**src/rtl/oav_pkg.sv**
```systemverilog
// Package with the types, constants and register codes of the oscillator voice.
`timescale 1ns / 1ps
`default_nettype none
package oav_pkg;

  localparam int unsigned SampleRateHz = 44100;
  localparam int unsigned MaxSeconds   = 5;

  localparam int unsigned IdxW  = 18;
  localparam int unsigned NumW  = 35;
  localparam int unsigned EnvW  = 17;
  localparam int unsigned BndW  = 21;

  localparam logic [IdxW-1:0] HoldLen = IdxW'(SampleRateHz / 2);
  localparam logic [BndW-1:0] MaxLen  = BndW'(MaxSeconds * SampleRateHz);
  localparam logic [EnvW-1:0] EnvOne  = 17'd65536;

  localparam logic [15:0] SquareAmp = 16'd19661;
  localparam logic [13:0] OutGain   = 14'd16000;
  localparam logic [31:0] LcgMul    = 32'd1103515245;
  localparam logic [31:0] LcgAdd    = 32'd12345;
  localparam logic [31:0] SeedInit  = 32'd12345;
  localparam logic [14:0] NoiseDiv  = 15'd32767;

  localparam logic [2:0]  RstWave    = 3'd0;
  localparam logic [31:0] RstStep    = 32'd42852282;
  localparam logic [17:0] RstAttack  = 18'd2205;
  localparam logic [17:0] RstDecay   = 18'd8820;
  localparam logic [16:0] RstSustain = 17'd39322;
  localparam logic [17:0] RstRelease = 18'd17640;

  localparam logic [2:0] WaveSine   = 3'd0;
  localparam logic [2:0] WaveSquare = 3'd1;
  localparam logic [2:0] WaveSaw    = 3'd2;
  localparam logic [2:0] WaveTri    = 3'd3;
  localparam logic [2:0] WaveNoise  = 3'd4;

  localparam logic [2:0] RegWave    = 3'd0;
  localparam logic [2:0] RegStep    = 3'd1;
  localparam logic [2:0] RegAttack  = 3'd2;
  localparam logic [2:0] RegDecay   = 3'd3;
  localparam logic [2:0] RegSustain = 3'd4;
  localparam logic [2:0] RegRelease = 3'd5;

  typedef struct packed {
    logic [2:0]  wave_sel;
    logic [31:0] phase_step;
    logic [17:0] attack_len;
    logic [17:0] decay_len;
    logic [16:0] sustain_lvl;
    logic [17:0] release_len;
  } cfg_t;

  typedef struct packed {
    logic            start;
    logic [NumW-1:0] num;
    logic [17:0]     den;
  } div_req_t;

  typedef struct packed {
    logic            done;
    logic [NumW-1:0] quot;
  } div_rsp_t;

  typedef enum logic [2:0] {
    ST_IDLE, ST_SEG, ST_WAVE, ST_DIV, ST_ENV, ST_GAIN, ST_DONE
  } eng_state_e;

  typedef enum logic [1:0] {
    SEG_ATTACK, SEG_DECAY, SEG_HOLD, SEG_RELEASE
  } seg_e;

endpackage
`default_nettype wire

```
**src/rtl/oav_front.sv**
```systemverilog
// Input side: accepts tick words and queues them for the sample engine.
`timescale 1ns / 1ps
`default_nettype none
module oav_front (
  input  wire logic clk_i,
  input  wire logic rst_ni,
  input  wire logic in_valid_i,
  output logic      in_stall_o,
  input  wire logic note_start_i,
  output logic      q_valid_o,
  output logic      q_start_o,
  input  wire logic q_pop_i
);
  import oav_pkg::*;

  logic [1:0] mem_q;
  logic       wr_ptr_q, rd_ptr_q;
  logic [1:0] cnt_q;
  logic       push, pop;

  assign in_stall_o = (cnt_q == 2'd2);
  assign push       = in_valid_i && !in_stall_o;
  assign pop        = q_pop_i && q_valid_o;
  assign q_valid_o  = (cnt_q != 2'd0);
  assign q_start_o  = mem_q[rd_ptr_q];

  always_ff @(posedge clk_i or negedge rst_ni) begin
    if (!rst_ni) begin
      wr_ptr_q <= 1'b0;
      rd_ptr_q <= 1'b0;
      cnt_q    <= 2'd0;
    end else begin
      if (push) wr_ptr_q <= !wr_ptr_q;
      if (pop) rd_ptr_q <= !rd_ptr_q;
      if (push && !pop) cnt_q <= cnt_q + 2'd1;
      else if (pop && !push) cnt_q <= cnt_q - 2'd1;
    end
  end

  always_ff @(posedge clk_i) begin
    if (push) mem_q[wr_ptr_q] <= note_start_i;
  end

endmodule
`default_nettype wire

```
**src/rtl/oav_div.sv**
```systemverilog
// Restoring divider that produces one quotient bit per cycle.
`timescale 1ns / 1ps
`default_nettype none
module oav_div (
  input  wire logic              clk_i,
  input  wire logic              rst_ni,
  input  oav_pkg::div_req_t      req_i,
  output oav_pkg::div_rsp_t      rsp_o
);
  import oav_pkg::*;

  logic [NumW-1:0] sh_q;
  logic [17:0]     rem_q;
  logic [5:0]      cnt_q;
  logic            done_q;
  logic [18:0]     trial;
  logic [19:0]     diff;

  assign trial = {rem_q, sh_q[NumW-1]};
  assign diff  = {1'b0, trial} - {2'b00, req_i.den};

  always_ff @(posedge clk_i or negedge rst_ni) begin
    if (!rst_ni) begin
      cnt_q  <= 6'd0;
      done_q <= 1'b0;
    end else begin
      done_q <= 1'b0;
      if (req_i.start) begin
        cnt_q <= 6'(NumW);
      end else if (cnt_q != 6'd0) begin
        cnt_q <= cnt_q - 6'd1;
        if (cnt_q == 6'd1) done_q <= 1'b1;
      end
    end
  end

  always_ff @(posedge clk_i) begin
    if (req_i.start) begin
      sh_q  <= req_i.num;
      rem_q <= 18'd0;
    end else if (cnt_q != 6'd0) begin
      if (!diff[19]) begin
        rem_q <= diff[17:0];
        sh_q  <= {sh_q[NumW-2:0], 1'b1};
      end else begin
        rem_q <= trial[17:0];
        sh_q  <= {sh_q[NumW-2:0], 1'b0};
      end
    end
  end

  assign rsp_o.done = done_q;
  assign rsp_o.quot = sh_q;

endmodule
`default_nettype wire

```
**src/rtl/oav_engine.sv**
```systemverilog
// Sample engine: oscillator, envelope sequencer and output word register.
`timescale 1ns / 1ps
`default_nettype none
module oav_engine (
  input  wire logic         clk_i,
  input  wire logic         rst_ni,
  input  oav_pkg::cfg_t     cfg_i,
  input  wire logic         q_valid_i,
  input  wire logic         q_start_i,
  output logic              q_pop_o,
  output logic              out_valid_o,
  input  wire logic         out_stall_i,
  output logic signed [14:0] sample_out_o,
  output logic              last_sample_o,
  output logic              note_active_o
);
  import oav_pkg::*;

  eng_state_e state_q, state_d;

  logic [31:0]     phase_q;
  logic [IdxW-1:0] idx_q;
  logic [31:0]     seed_q;
  logic            run_q;
  logic [IdxW-1:0] len_q;
  seg_e            seg_q;
  logic [NumW-1:0] num_q;
  logic [17:0]     den_q;
  logic            wneg_q;
  logic [15:0]     wmag_q;
  logic [EnvW-1:0] env_q;
  logic [32:0]     prod_q;
  logic signed [14:0] res_q;
  logic            res_last_q, res_act_q;
  logic            ov_q;
  logic signed [14:0] osamp_q;
  logic            olast_q, oact_q;

  logic [BndW-1:0] sum_len, b1, b2, b3, b4;
  logic [IdxW-1:0] len_c, idx_n;
  logic [16:0]     sus;
  logic            run_n;
  logic [BndW-1:0] iw;
  logic signed [17:0] w_s;
  logic [17:0]     w_abs;
  logic [32:0]     sine_p;
  logic [15:0]     r2;
  logic [16:0]     nq, nt;
  logic [46:0]     gain_p;
  logic [13:0]     q_mag;
  logic            out_free;
  div_req_t        dreq;
  div_rsp_t        drsp;

  oav_div u_div (.clk_i(clk_i), .rst_ni(rst_ni), .req_i(dreq), .rsp_o(drsp));

  assign sus = (cfg_i.sustain_lvl > EnvOne) ? EnvOne : cfg_i.sustain_lvl;
  assign b1  = BndW'(cfg_i.attack_len);
  assign b2  = b1 + BndW'(cfg_i.decay_len);
  assign b3  = b2 + BndW'(HoldLen);
  assign b4  = b3 + BndW'(cfg_i.release_len);
  assign sum_len = b4;
  assign len_c = (sum_len > MaxLen) ? IdxW'(MaxLen) : sum_len[IdxW-1:0];
  assign idx_n = q_start_i ? '0 : idx_q;
  assign run_n = (q_start_i || run_q) && (idx_n < len_c);
  assign iw    = BndW'(idx_q);

  always_comb begin
    sine_p = 33'(phase_q[30:15]) * 33'(EnvOne - 17'(phase_q[30:15]));
    r2 = {seed_q[30:16], 1'b0};
    nq = 17'(r2);
    nt = 17'(r2);
    if (nt >= 17'(NoiseDiv)) begin
      nq = nq + 17'd1;
      nt = nt - 17'(NoiseDiv);
    end
    if (nt >= 17'(NoiseDiv)) nq = nq + 17'd1;
    case (cfg_i.wave_sel)
      WaveSine: w_s = phase_q[31] ? -$signed({2'b00, sine_p[30:15]}) :
                                    $signed({2'b00, sine_p[30:15]});
      WaveSquare: w_s = phase_q[31] ? -$signed({2'b00, SquareAmp}) :
                                      $signed({2'b00, SquareAmp});
      WaveSaw: w_s = $signed({2'b00, phase_q[31:16]}) - 18'sd32768;
      WaveTri: begin
        if (phase_q[31:30] == 2'b00) begin
          w_s = $signed({3'b000, phase_q[29:15]});
        end else if (phase_q[31:30] == 2'b11) begin
          w_s = $signed({3'b000, phase_q[29:15]}) - 18'sd32768;
        end else begin
          w_s = 18'sd32768 - $signed({2'b00, 16'(phase_q[30:15] - 16'h8000)});
        end
      end
      WaveNoise: w_s = $signed({1'b0, nq}) - 18'sd32768;
      default: w_s = 18'sd0;
    endcase
    w_abs = w_s[17] ? 18'(-w_s) : 18'(w_s);
  end

  assign gain_p = 47'(prod_q) * 47'(OutGain);
  assign q_mag  = gain_p[44:31];
  assign out_free = !ov_q || !out_stall_i;

  always_comb begin
    state_d    = state_q;
    q_pop_o    = 1'b0;
    dreq.start = 1'b0;
    dreq.num   = num_q;
    dreq.den   = den_q;
    case (state_q)
      ST_IDLE: if (q_valid_i) begin
        q_pop_o = 1'b1;
        state_d = run_n ? ST_SEG : ST_DONE;
      end
      ST_SEG: state_d = ST_WAVE;
      ST_WAVE: begin
        if (seg_q == SEG_HOLD) begin
          state_d = ST_ENV;
        end else begin
          dreq.start = 1'b1;
          state_d = ST_DIV;
        end
      end
      ST_DIV: if (drsp.done) state_d = ST_ENV;
      ST_ENV: state_d = ST_GAIN;
      ST_GAIN: state_d = ST_DONE;
      ST_DONE: if (out_free) state_d = ST_IDLE;
      default: state_d = ST_IDLE;
    endcase
  end

  always_ff @(posedge clk_i or negedge rst_ni) begin
    if (!rst_ni) begin
      state_q <= ST_IDLE;
      phase_q <= 32'd0;
      idx_q   <= '0;
      seed_q  <= SeedInit;
      run_q   <= 1'b0;
      ov_q    <= 1'b0;
    end else begin
      state_q <= state_d;
      if (ov_q && !out_stall_i) ov_q <= 1'b0;
      case (state_q)
        ST_IDLE: if (q_valid_i) begin
          if (q_start_i) begin
            phase_q <= 32'd0;
            idx_q   <= '0;
          end
          run_q <= run_n;
        end
        ST_SEG: if (cfg_i.wave_sel == WaveNoise) seed_q <= seed_q * LcgMul + LcgAdd;
        ST_GAIN: begin
          phase_q <= phase_q + cfg_i.phase_step;
          idx_q   <= idx_q + 1'b1;
          run_q   <= (idx_q + 1'b1) < len_q;
        end
        ST_DONE: if (out_free) ov_q <= 1'b1;
        default: ;
      endcase
    end
  end

  always_ff @(posedge clk_i) begin
    case (state_q)
      ST_IDLE: begin
        len_q      <= len_c;
        res_q      <= '0;
        res_last_q <= 1'b0;
        res_act_q  <= 1'b0;
      end
      ST_SEG: begin
        if (iw < b1) begin
          seg_q <= SEG_ATTACK;
          num_q <= {1'b0, idx_q, 16'd0};
          den_q <= cfg_i.attack_len;
        end else if (iw < b2) begin
          seg_q <= SEG_DECAY;
          num_q <= NumW'((EnvOne - sus) * 35'(idx_q - cfg_i.attack_len));
          den_q <= cfg_i.decay_len;
        end else if (iw < b3) begin
          seg_q <= SEG_HOLD;
        end else begin
          seg_q <= SEG_RELEASE;
          num_q <= NumW'(sus * 35'(IdxW'(b4 - iw)));
          den_q <= cfg_i.release_len;
        end
      end
      ST_WAVE: begin
        wneg_q <= w_s[17];
        wmag_q <= w_abs[15:0];
        env_q  <= sus;
      end
      ST_DIV: if (drsp.done) begin
        env_q <= (seg_q == SEG_DECAY) ? EnvOne - drsp.quot[EnvW-1:0] : drsp.quot[EnvW-1:0];
      end
      ST_ENV: prod_q <= 33'(wmag_q) * 33'(env_q);
      ST_GAIN: begin
        res_q      <= wneg_q ? -$signed({1'b0, q_mag}) : $signed({1'b0, q_mag});
        res_last_q <= (idx_q == len_q - 1'b1);
        res_act_q  <= 1'b1;
      end
      ST_DONE: if (out_free) begin
        osamp_q <= res_q;
        olast_q <= res_last_q;
        oact_q  <= res_act_q;
      end
      default: ;
    endcase
  end

  assign out_valid_o   = ov_q;
  assign sample_out_o  = osamp_q;
  assign last_sample_o = olast_q;
  assign note_active_o = oact_q;

endmodule
`default_nettype wire

```
**src/rtl/oscillator_adsr_voice_unit.sv**
```systemverilog
// Top level of the oscillator voice with ADSR envelope.
//
//  Channel | Direction | Handshake               | Word
//  input   | in        | in_valid_i / in_stall_o  | note_start_i
//  output  | out       | out_valid_o / out_stall_i| sample_out_o, last_sample_o, note_active_o
//  config  | in        | cfg_we_i                | cfg_idx_i, cfg_data_i
//
// A sounding tick passes through SEG, WAVE, DIV (the 35-step envelope divider), ENV,
// GAIN and DONE; a hold-phase tick skips DIV and an idle tick jumps to DONE.
// A two-word queue lets ticks be taken while the engine works on one.
// Reset clears phase, index and run state and sets the noise seed to 12345.
// A stalled output word holds; the engine waits until the output register frees.
`timescale 1ns / 1ps
`default_nettype none
module oscillator_adsr_voice_unit (
  input  wire logic         clk_i,
  input  wire logic         rst_ni,
  input  wire logic         in_valid_i,
  output logic              in_stall_o,
  input  wire logic         note_start_i,
  output logic              out_valid_o,
  input  wire logic         out_stall_i,
  output logic signed [14:0] sample_out_o,
  output logic              last_sample_o,
  output logic              note_active_o,
  input  wire logic         cfg_we_i,
  input  wire logic [2:0]   cfg_idx_i,
  input  wire logic [31:0]  cfg_data_i
);
  import oav_pkg::*;

  cfg_t cfg_q;
  logic q_valid, q_start, q_pop;

  always_ff @(posedge clk_i or negedge rst_ni) begin
    if (!rst_ni) begin
      cfg_q.wave_sel    <= RstWave;
      cfg_q.phase_step  <= RstStep;
      cfg_q.attack_len  <= RstAttack;
      cfg_q.decay_len   <= RstDecay;
      cfg_q.sustain_lvl <= RstSustain;
      cfg_q.release_len <= RstRelease;
    end else if (cfg_we_i) begin
      case (cfg_idx_i)
        RegWave:    cfg_q.wave_sel    <= cfg_data_i[2:0];
        RegStep:    cfg_q.phase_step  <= cfg_data_i;
        RegAttack:  cfg_q.attack_len  <= cfg_data_i[17:0];
        RegDecay:   cfg_q.decay_len   <= cfg_data_i[17:0];
        RegSustain: cfg_q.sustain_lvl <= cfg_data_i[16:0];
        RegRelease: cfg_q.release_len <= cfg_data_i[17:0];
        default: ;
      endcase
    end
  end

  oav_front u_front (
    .clk_i(clk_i), .rst_ni(rst_ni),
    .in_valid_i(in_valid_i), .in_stall_o(in_stall_o), .note_start_i(note_start_i),
    .q_valid_o(q_valid), .q_start_o(q_start), .q_pop_i(q_pop)
  );

  oav_engine u_engine (
    .clk_i(clk_i), .rst_ni(rst_ni), .cfg_i(cfg_q),
    .q_valid_i(q_valid), .q_start_i(q_start), .q_pop_o(q_pop),
    .out_valid_o(out_valid_o), .out_stall_i(out_stall_i),
    .sample_out_o(sample_out_o), .last_sample_o(last_sample_o),
    .note_active_o(note_active_o)
  );

endmodule
`default_nettype wire

```
**config.mk**
```make
export PLATFORM = sky130hd
export DESIGN_NAME = oscillator_adsr_voice_unit
export DESIGN_NICKNAME = d
export VERILOG_FILES = /design/src/rtl/oav_pkg.sv /design/src/rtl/oav_front.sv /design/src/rtl/oav_div.sv /design/src/rtl/oav_engine.sv /design/src/rtl/oscillator_adsr_voice_unit.sv
export SDC_FILE = /design/constraint.sdc
export NUM_CORES = 2
export LEC_CHECK = 0
export BUFFER_PORTS_ARGS = -buffer_cell sky130_fd_sc_hd__buf_2
export CORE_MARGIN = 5
export CORE_UTILIZATION = 70
export DETAILED_ROUTE_END_ITERATION = 10
export PLACE_DENSITY = 0.85
export SLEW_MARGIN = 20
export SYNTH_ARGS = -nofsm -noshare
export SYNTH_HDL_FRONTEND = slang
export SYNTH_SLANG_ARGS = --single-unit
```
**constraint.sdc**
```tcl
create_clock -name clk_i -period 19 [get_ports clk_i]
set_clock_uncertainty 0.2 [all_clocks]
set_input_delay 3.8 -clock clk_i [delete_from_list [all_inputs] [get_ports clk_i]]
set_output_delay 3.8 -clock clk_i [all_outputs]
set_load 0.01 [all_outputs]
```
**After elaboration in Yosys (flattened, before gate mapping)**

Cells that the tools add are included.

- Add/subtract/negate cells: 27
- Multipliers: 6
- Magnitude comparators: 12
- Eq/ne operators: 26
- Muxes and demuxes: 63
- Reductions and logical operators: 40

Operators by type and width:

| operator | number |
|---|---|
| $mux W18 | 11 |
| $mux W35 | 4 |
| $mux W17 | 6 |
| $pmux W18 S5 | 1 |
| $mux W32 | 2 |
| $pmux W32 S2 | 1 |
| $lt A18 B18 Y1 | 3 |
| $lt A18 B21 Y1 | 2 |
| $mul A33 B7 Y38 const B | 1 |
| $pmux W18 S2 | 1 |
| $mul A17 B18 Y35 | 1 |
| $mul A35 B35 Y35 | 1 |
| $mux W34 | 1 |
| $pmux W17 S2 | 1 |
| $mul A16 B17 Y33 | 1 |
| $mul A16 B33 Y31 | 1 |
| $add A32 B14 Y32 const B | 1 |
| $add A32 B32 Y32 | 1 |
| $mul A32 B31 Y32 const B | 1 |
| $pmux W15 S2 | 1 |
| $reduce_and A2 Y1 | 11 |
| $add A21 B15 Y21 const B | 1 |
| $add A21 B18 Y21 | 1 |
| $gt A21 B18 Y1 const B | 1 |
| other kinds (57) | 118 |

- Bits in registers: 433
- Input port bits: 41
- Output and inout bits: 19
- Logic and storage cells: 210

**Depth between registers and ports, before layout**

- Word-level depth: 10
- Mapped depth: 51
- Depth with buffers taken out: 49

**Modules after synthesis**

A second synthesis with hierarchy kept.

- Cell total of the unflattened synthesis: 8646
- Area, all modules: 80479.7 um^2

Modules (own cells, without submodules):

| module | times used | cells each | area each (um^2) | seq. area each (um^2) |
|---|---|---|---|---|
| oav_engine | 1 | 8090 | 72668.4 | 7384.6 |
| oscillator_adsr_voice_unit | 1 | 228 | 4090.2 | 2706.3 |
| oav_div | 1 | 306 | 3442.1 | 1586.5 |
| oav_front | 1 | 22 | 279.0 | 160.2 |

**Worst setup path before layout**

Ideal clock, no wire load.

- Kind: register -> register
- From: register cfg_q[53] in the netlist's numbering
- To: register u_engine.num_q[34], data pin
- Setup time: 0.266 ns
- Data arrival time: 10.824 ns
- Required time: 18.534 ns
- Setup slack: 7.710 ns
- Stages on the path, launching flop included: 49
- Path buffers: 2
- Period minus slack after synthesis: 11.290 ns
- Cell sequence: dfstp_2 > ha_1 > inv_1 > fa_1 > nor2b_1 > o21ai_0 > nor2b_1 > xnor2_1 > and3_1 > xnor2_1 > ha_1 > o21a_1 > a211oi_1 > or2_2 > xnor2_1 > inv_1 > ha_1 > a21oi_1 > (+13 left out) > fa_1 > inv_1 > fa_1 > inv_1 > fa_1 > inv_1 > ha_1 > a21o_1 > a21oi_1 > nand2b_1 > a31oi_1 > a221oi_1 > o21ai_0 > o41ai_1 > o21ai_0 > xnor2_1 > mux2i_1 > nor2_1

- Longest elaborated chain between the ends: 7
- Elaborated cells between the ends (all ways): 11
- Classes of those cells: add/sub (5); mul (2); order compare (2); mux (2)

Ends and longest elaborated chain:

| what | line | source |
|---|---|---|
| from (decl) | oscillator_adsr_voice_unit.sv:32 | `cfg_t cfg_q;` |
| $add A18 B18 Y19 | oav_engine.sv:59 | `assign b2 = b1 + BndW'(cfg_i.decay_len);` |
| $add A21 B15 Y21 | oav_engine.sv:60 | `assign b3 = b2 + BndW'(HoldLen);` |
| $add A21 B18 Y21 | oav_engine.sv:61 | `assign b4 = b3 + BndW'(cfg_i.release_len);` |
| $sub A18 B18 Y18 | oav_engine.sv:183 | `num_q <= NumW'(sus * 35'(IdxW'(b4 - iw)));` |
| $mul A17 B18 Y35 | oav_engine.sv:183 |  |
| $mux W35 | oav_engine.sv:179 | `end else if (iw < b3) begin` |
| $mux W35 | oav_engine.sv:175 | `end else if (iw < b2) begin` |
| to (signal assigned) | oav_engine.sv:173 | `num_q <= {1'b0, idx_q, 16'd0};` |
| to (signal assigned) | oav_engine.sv:177 | `num_q <= NumW'((EnvOne - sus) * 35'(idx_q - cfg_i.attack_len));` |
| to (signal assigned) | oav_engine.sv:183 |  |
| to (decl) | oav_engine.sv:27 | `logic [NumW-1:0] num_q;` |

Parallel ways exist; a longest one is shown, timed or not. The select of a mux whose other input is x is not followed.
A chain may end at the register's enable or synchronous reset.

**Final worst setup path**

Ends and elaborated chain as after synthesis.

==> run summary <==
Routability cong.: 1.02
Core area: 0.118 mm2
Top FF cell, synth: edfxtp_1
Util after Layout: 0.739
Total CTS buffers: 49
Worst Hold Class: flip-flop to flip-flop
Hold Path Depth: 0
Initial DRT Pass Iterations: 9
Chip height: 354 um
Vias in the first global route: 66900
Period utilization: 0.678
Clock buffer depth: 3
Setup_tns: 0 ps
Slew Limit Fails: 0
FF-to-FF path depth: 45
Port buffer count: 59
CTS sink cnt: 432
Slew HR: 0.193
Synth area leader: fa_1
Routed length per instance: 21.0 um
Root buffer cell: clkbuf_16
Initial antenna violation count: 10
Fin. Hold Viols: 0
Routed vias: 63200
Most frequent cells after synthesis: inv_1 (1969), fa_1 (1388), nand2_1 (1008), ha_1 (927), nor2_1 (409)
Post-CTS Hold Buffers: 0
Nets@finish: 11300
Worst EP arrival: 13040 ps
DRC violations left: 0
RSZ-0062 raised after global routing: false
Max H-tree Level: 2
Fmax achieved: 77.6 MHz
Via/cell ratio: 5.98
Status: complete, no violations
FF+latch count, synth: 432
Yosys synthesis warning count: 0
Post-synthesis cell count: 8998
Grt ovf: 0
GRT Total Usage: 0.360
Element type at the critical path end: flip-flop
Slew @ Worst Pin: 1210 ps
CP Max Fanout: 36
First-pass GRT wire length: 357000 um
Post-cts gate resize count: 0
Die area: 0.126 mm2
Worst path max stage delay: 580 ps
Worst Hold Launch: u_engine.res_q[4]
Mapped Avg Cell Area: 9.22 um2
CTS tree: built
Worst Hold Endpoint: u_engine.sample_out_o[4]
Routed met2 length: 103000 um
Maxcap violations: 0
Worst r2r dst: u_engine.num_q[34]
Worst skew pair latency: 640 ps
Reg-to-Reg Start: cfg_q[53]
Slowest-stage cell, CP: fa_1
Post-layout minimum cycle time: 12890 ps
DPL Wire Length: 181000 um
Routed Antenna Nets: 0
Site Rows: 126
Initial core utilization: 0.704
Pin count of the biggest net entering global routing: 73
Top layer in use: met5
Initial DRC Count: 5730
Metal-1 WL: 86100 um
Critical path class: flip-flop to flip-flop
Ports: 60
Layout cell share with drive strength beyond 1: 0.0540
Worst endpoint required time: 19150 ps
CP Launch Type: flip-flop
Clock-pin slew on the worst setup and hold paths: 60 ps
Largest cells by area after synthesis: fa_1 (33%), ha_1 (14%), inv_1 (8.9%), edfxtp_1 (7.6%), dfrtp_1 (4.6%)
Setup Fix Bufs, Post-CTS: 0
Post-synth EDFFs: 211
Final WL: 222000 um
Die width: 354 um
Mapped Area: 0.0830 mm2
Most frequent CP cell: fa_1
Area delta synth->final: 4.98%
Top cell type's share of synthesized area: 0.335
Most common cell in the netlist: inv_1
Final setup vio count: 0
Fraction of registers with async set/reset: 0.470
DR WL met3: 21800 um
Worst reg-to-reg setup slack: 6110 ps
Register area share after synthesis: 0.143
Cell variety after synth: 97
## state kept, by name, indices dropped and copies added (netlist names), 16 cells and up
signal and flops:
u_engine.idx_q 18, u_engine.len_q 18, cfg_q 106, u_engine.u_div.rem_q 18, u_engine.env_q 17, u_engine.phase_q 32
u_engine.u_div.sh_q 35, u_engine.den_q 18, u_engine.seed_q 31, u_engine.wmag_q 16, u_engine.num_q 35, u_engine.prod_q 33
## layer usage
layer / vias to the layer above / GRT usage
li1: 28000 / -
met1: 31400 / 0.478
met2: 3043 / 0.582
met3: 717 / 0.0764
met4: 12 / 0.145
met5: - / 0
## layout by cell type, fill, tap and decap left out, types with 20 or more instances in the layout
| cell type | netlist | final |
|---|---|---|
| inv_1 | 1969 | 1969 |
| fa_1 | 1388 | 1388 |
| nand2_1 | 1008 | 1007 |
| ha_1 | 927 | 927 |
| nor2_1 | 409 | 406 |
| xnor2_1 | 318 | 316 |
| a21oi_1 | 274 | 271 |
| o21ai_0 | 268 | 268 |
| nand2b_1 | 213 | 213 |
| edfxtp_1 | 211 | 211 |
| and2_1 | 199 | 199 |
| dfrtp_1 | 154 | 154 |
| xor2_1 | 134 | 134 |
| buf_4 | 0 | 116 |
| nor2b_1 | 109 | 108 |
| mux2_2 | 105 | 105 |
| a21o_1 | 96 | 96 |
| nor3_1 | 89 | 87 |
| nand3_1 | 81 | 80 |
| buf_2 | 0 | 58 |
| conb_1 | 2 | 53 |
| clkbuf_16 | 0 | 50 |
| dfstp_2 | 49 | 49 |
| mux2i_1 | 47 | 47 |
| a211oi_1 | 43 | 43 |
| a31oi_1 | 43 | 43 |
| and3_1 | 41 | 41 |
| or3_1 | 40 | 40 |
| o21a_1 | 37 | 37 |
| o22ai_1 | 29 | 29 |
| o21bai_1 | 26 | 26 |
| o211ai_1 | 25 | 25 |
| o31ai_1 | 25 | 25 |
| nand4_1 | 22 | 22 |
| nor4_1 | 22 | 21 |
| nor3b_1 | 20 | 20 |
## worst max path at each step
| stage | startpoint | to | slack [ps] | cells after the start |
|---|---|---|---|---|
| after floorplan | cfg_q[53] | u_engine.num_q[34] | 7710 | 48 |
| after global placement | cfg_q[53] | u_engine.num_q[34] | 6390 | 47 |
| after detailed placement | cfg_q[53] | u_engine.num_q[34] | 6340 | 45 |
| after CTS | cfg_q[53] | u_engine.num_q[34] | 6270 | 45 |
| after global routing | cfg_q[53] | u_engine.num_q[34] | 5210 | 47 |
| final | cfg_q[53] | u_engine.num_q[34] | 6110 | 45 |
## through the flow
step / worst slack, ps / instance area, um2 / hold WS [ps] / instances
after CTS: 6270 / 87100 / 217 / 10600
after floorplan: 7710 / 83200 / 200 / 9049
after global placement: 6390 / 85300 / 201 / 10500
final: 6110 / 87100 / 222 / 10600
after global routing: 5210 / 87100 / 224 / 10600
after detailed placement: 6340 / 85300 / 206 / 10500
## worst max-delay path: cells and delay by family, from the launching register on
family	cells	cell delay, ps
AO/OA/AOI/OAI	16	4630
adder cells (fa/ha/maj)	11	4620
AND/OR/NAND/NOR	7	1100
XOR/XNOR	4	780
flip-flops	1	570
buffers and inverters	6	560
multiplexers	1	140
## cell type report
type	instances	area [um2]
fill	8256	30800
clock buffer	57	1300
clock inverter	35	484
inverter	1977	7420
timing repair buffer	178	1210
tap	1536	1920
multi-input combinational	6344	63000
antenna	2	5.00
sequential	432	11800
## logic make-up (layout without fill, tap and decap cells)
group	after synthesis	after routing	synth area share
and+or+nand+nor	2330	2330	0.132
other	2	55	0.0000905
muxes	152	152	0.0199
DFF	432	432	0.143
xor gates and xnor gates	452	452	0.0477
AOI/OAI and AO/OA	1041	1041	0.0800
adders and majority gates	2316	2316	0.475
buffers and inverters	2273	2247	0.103
Power is not shown: default switching activity piles up to over one toggle a cycle in this logic, so the estimate is an artifact.
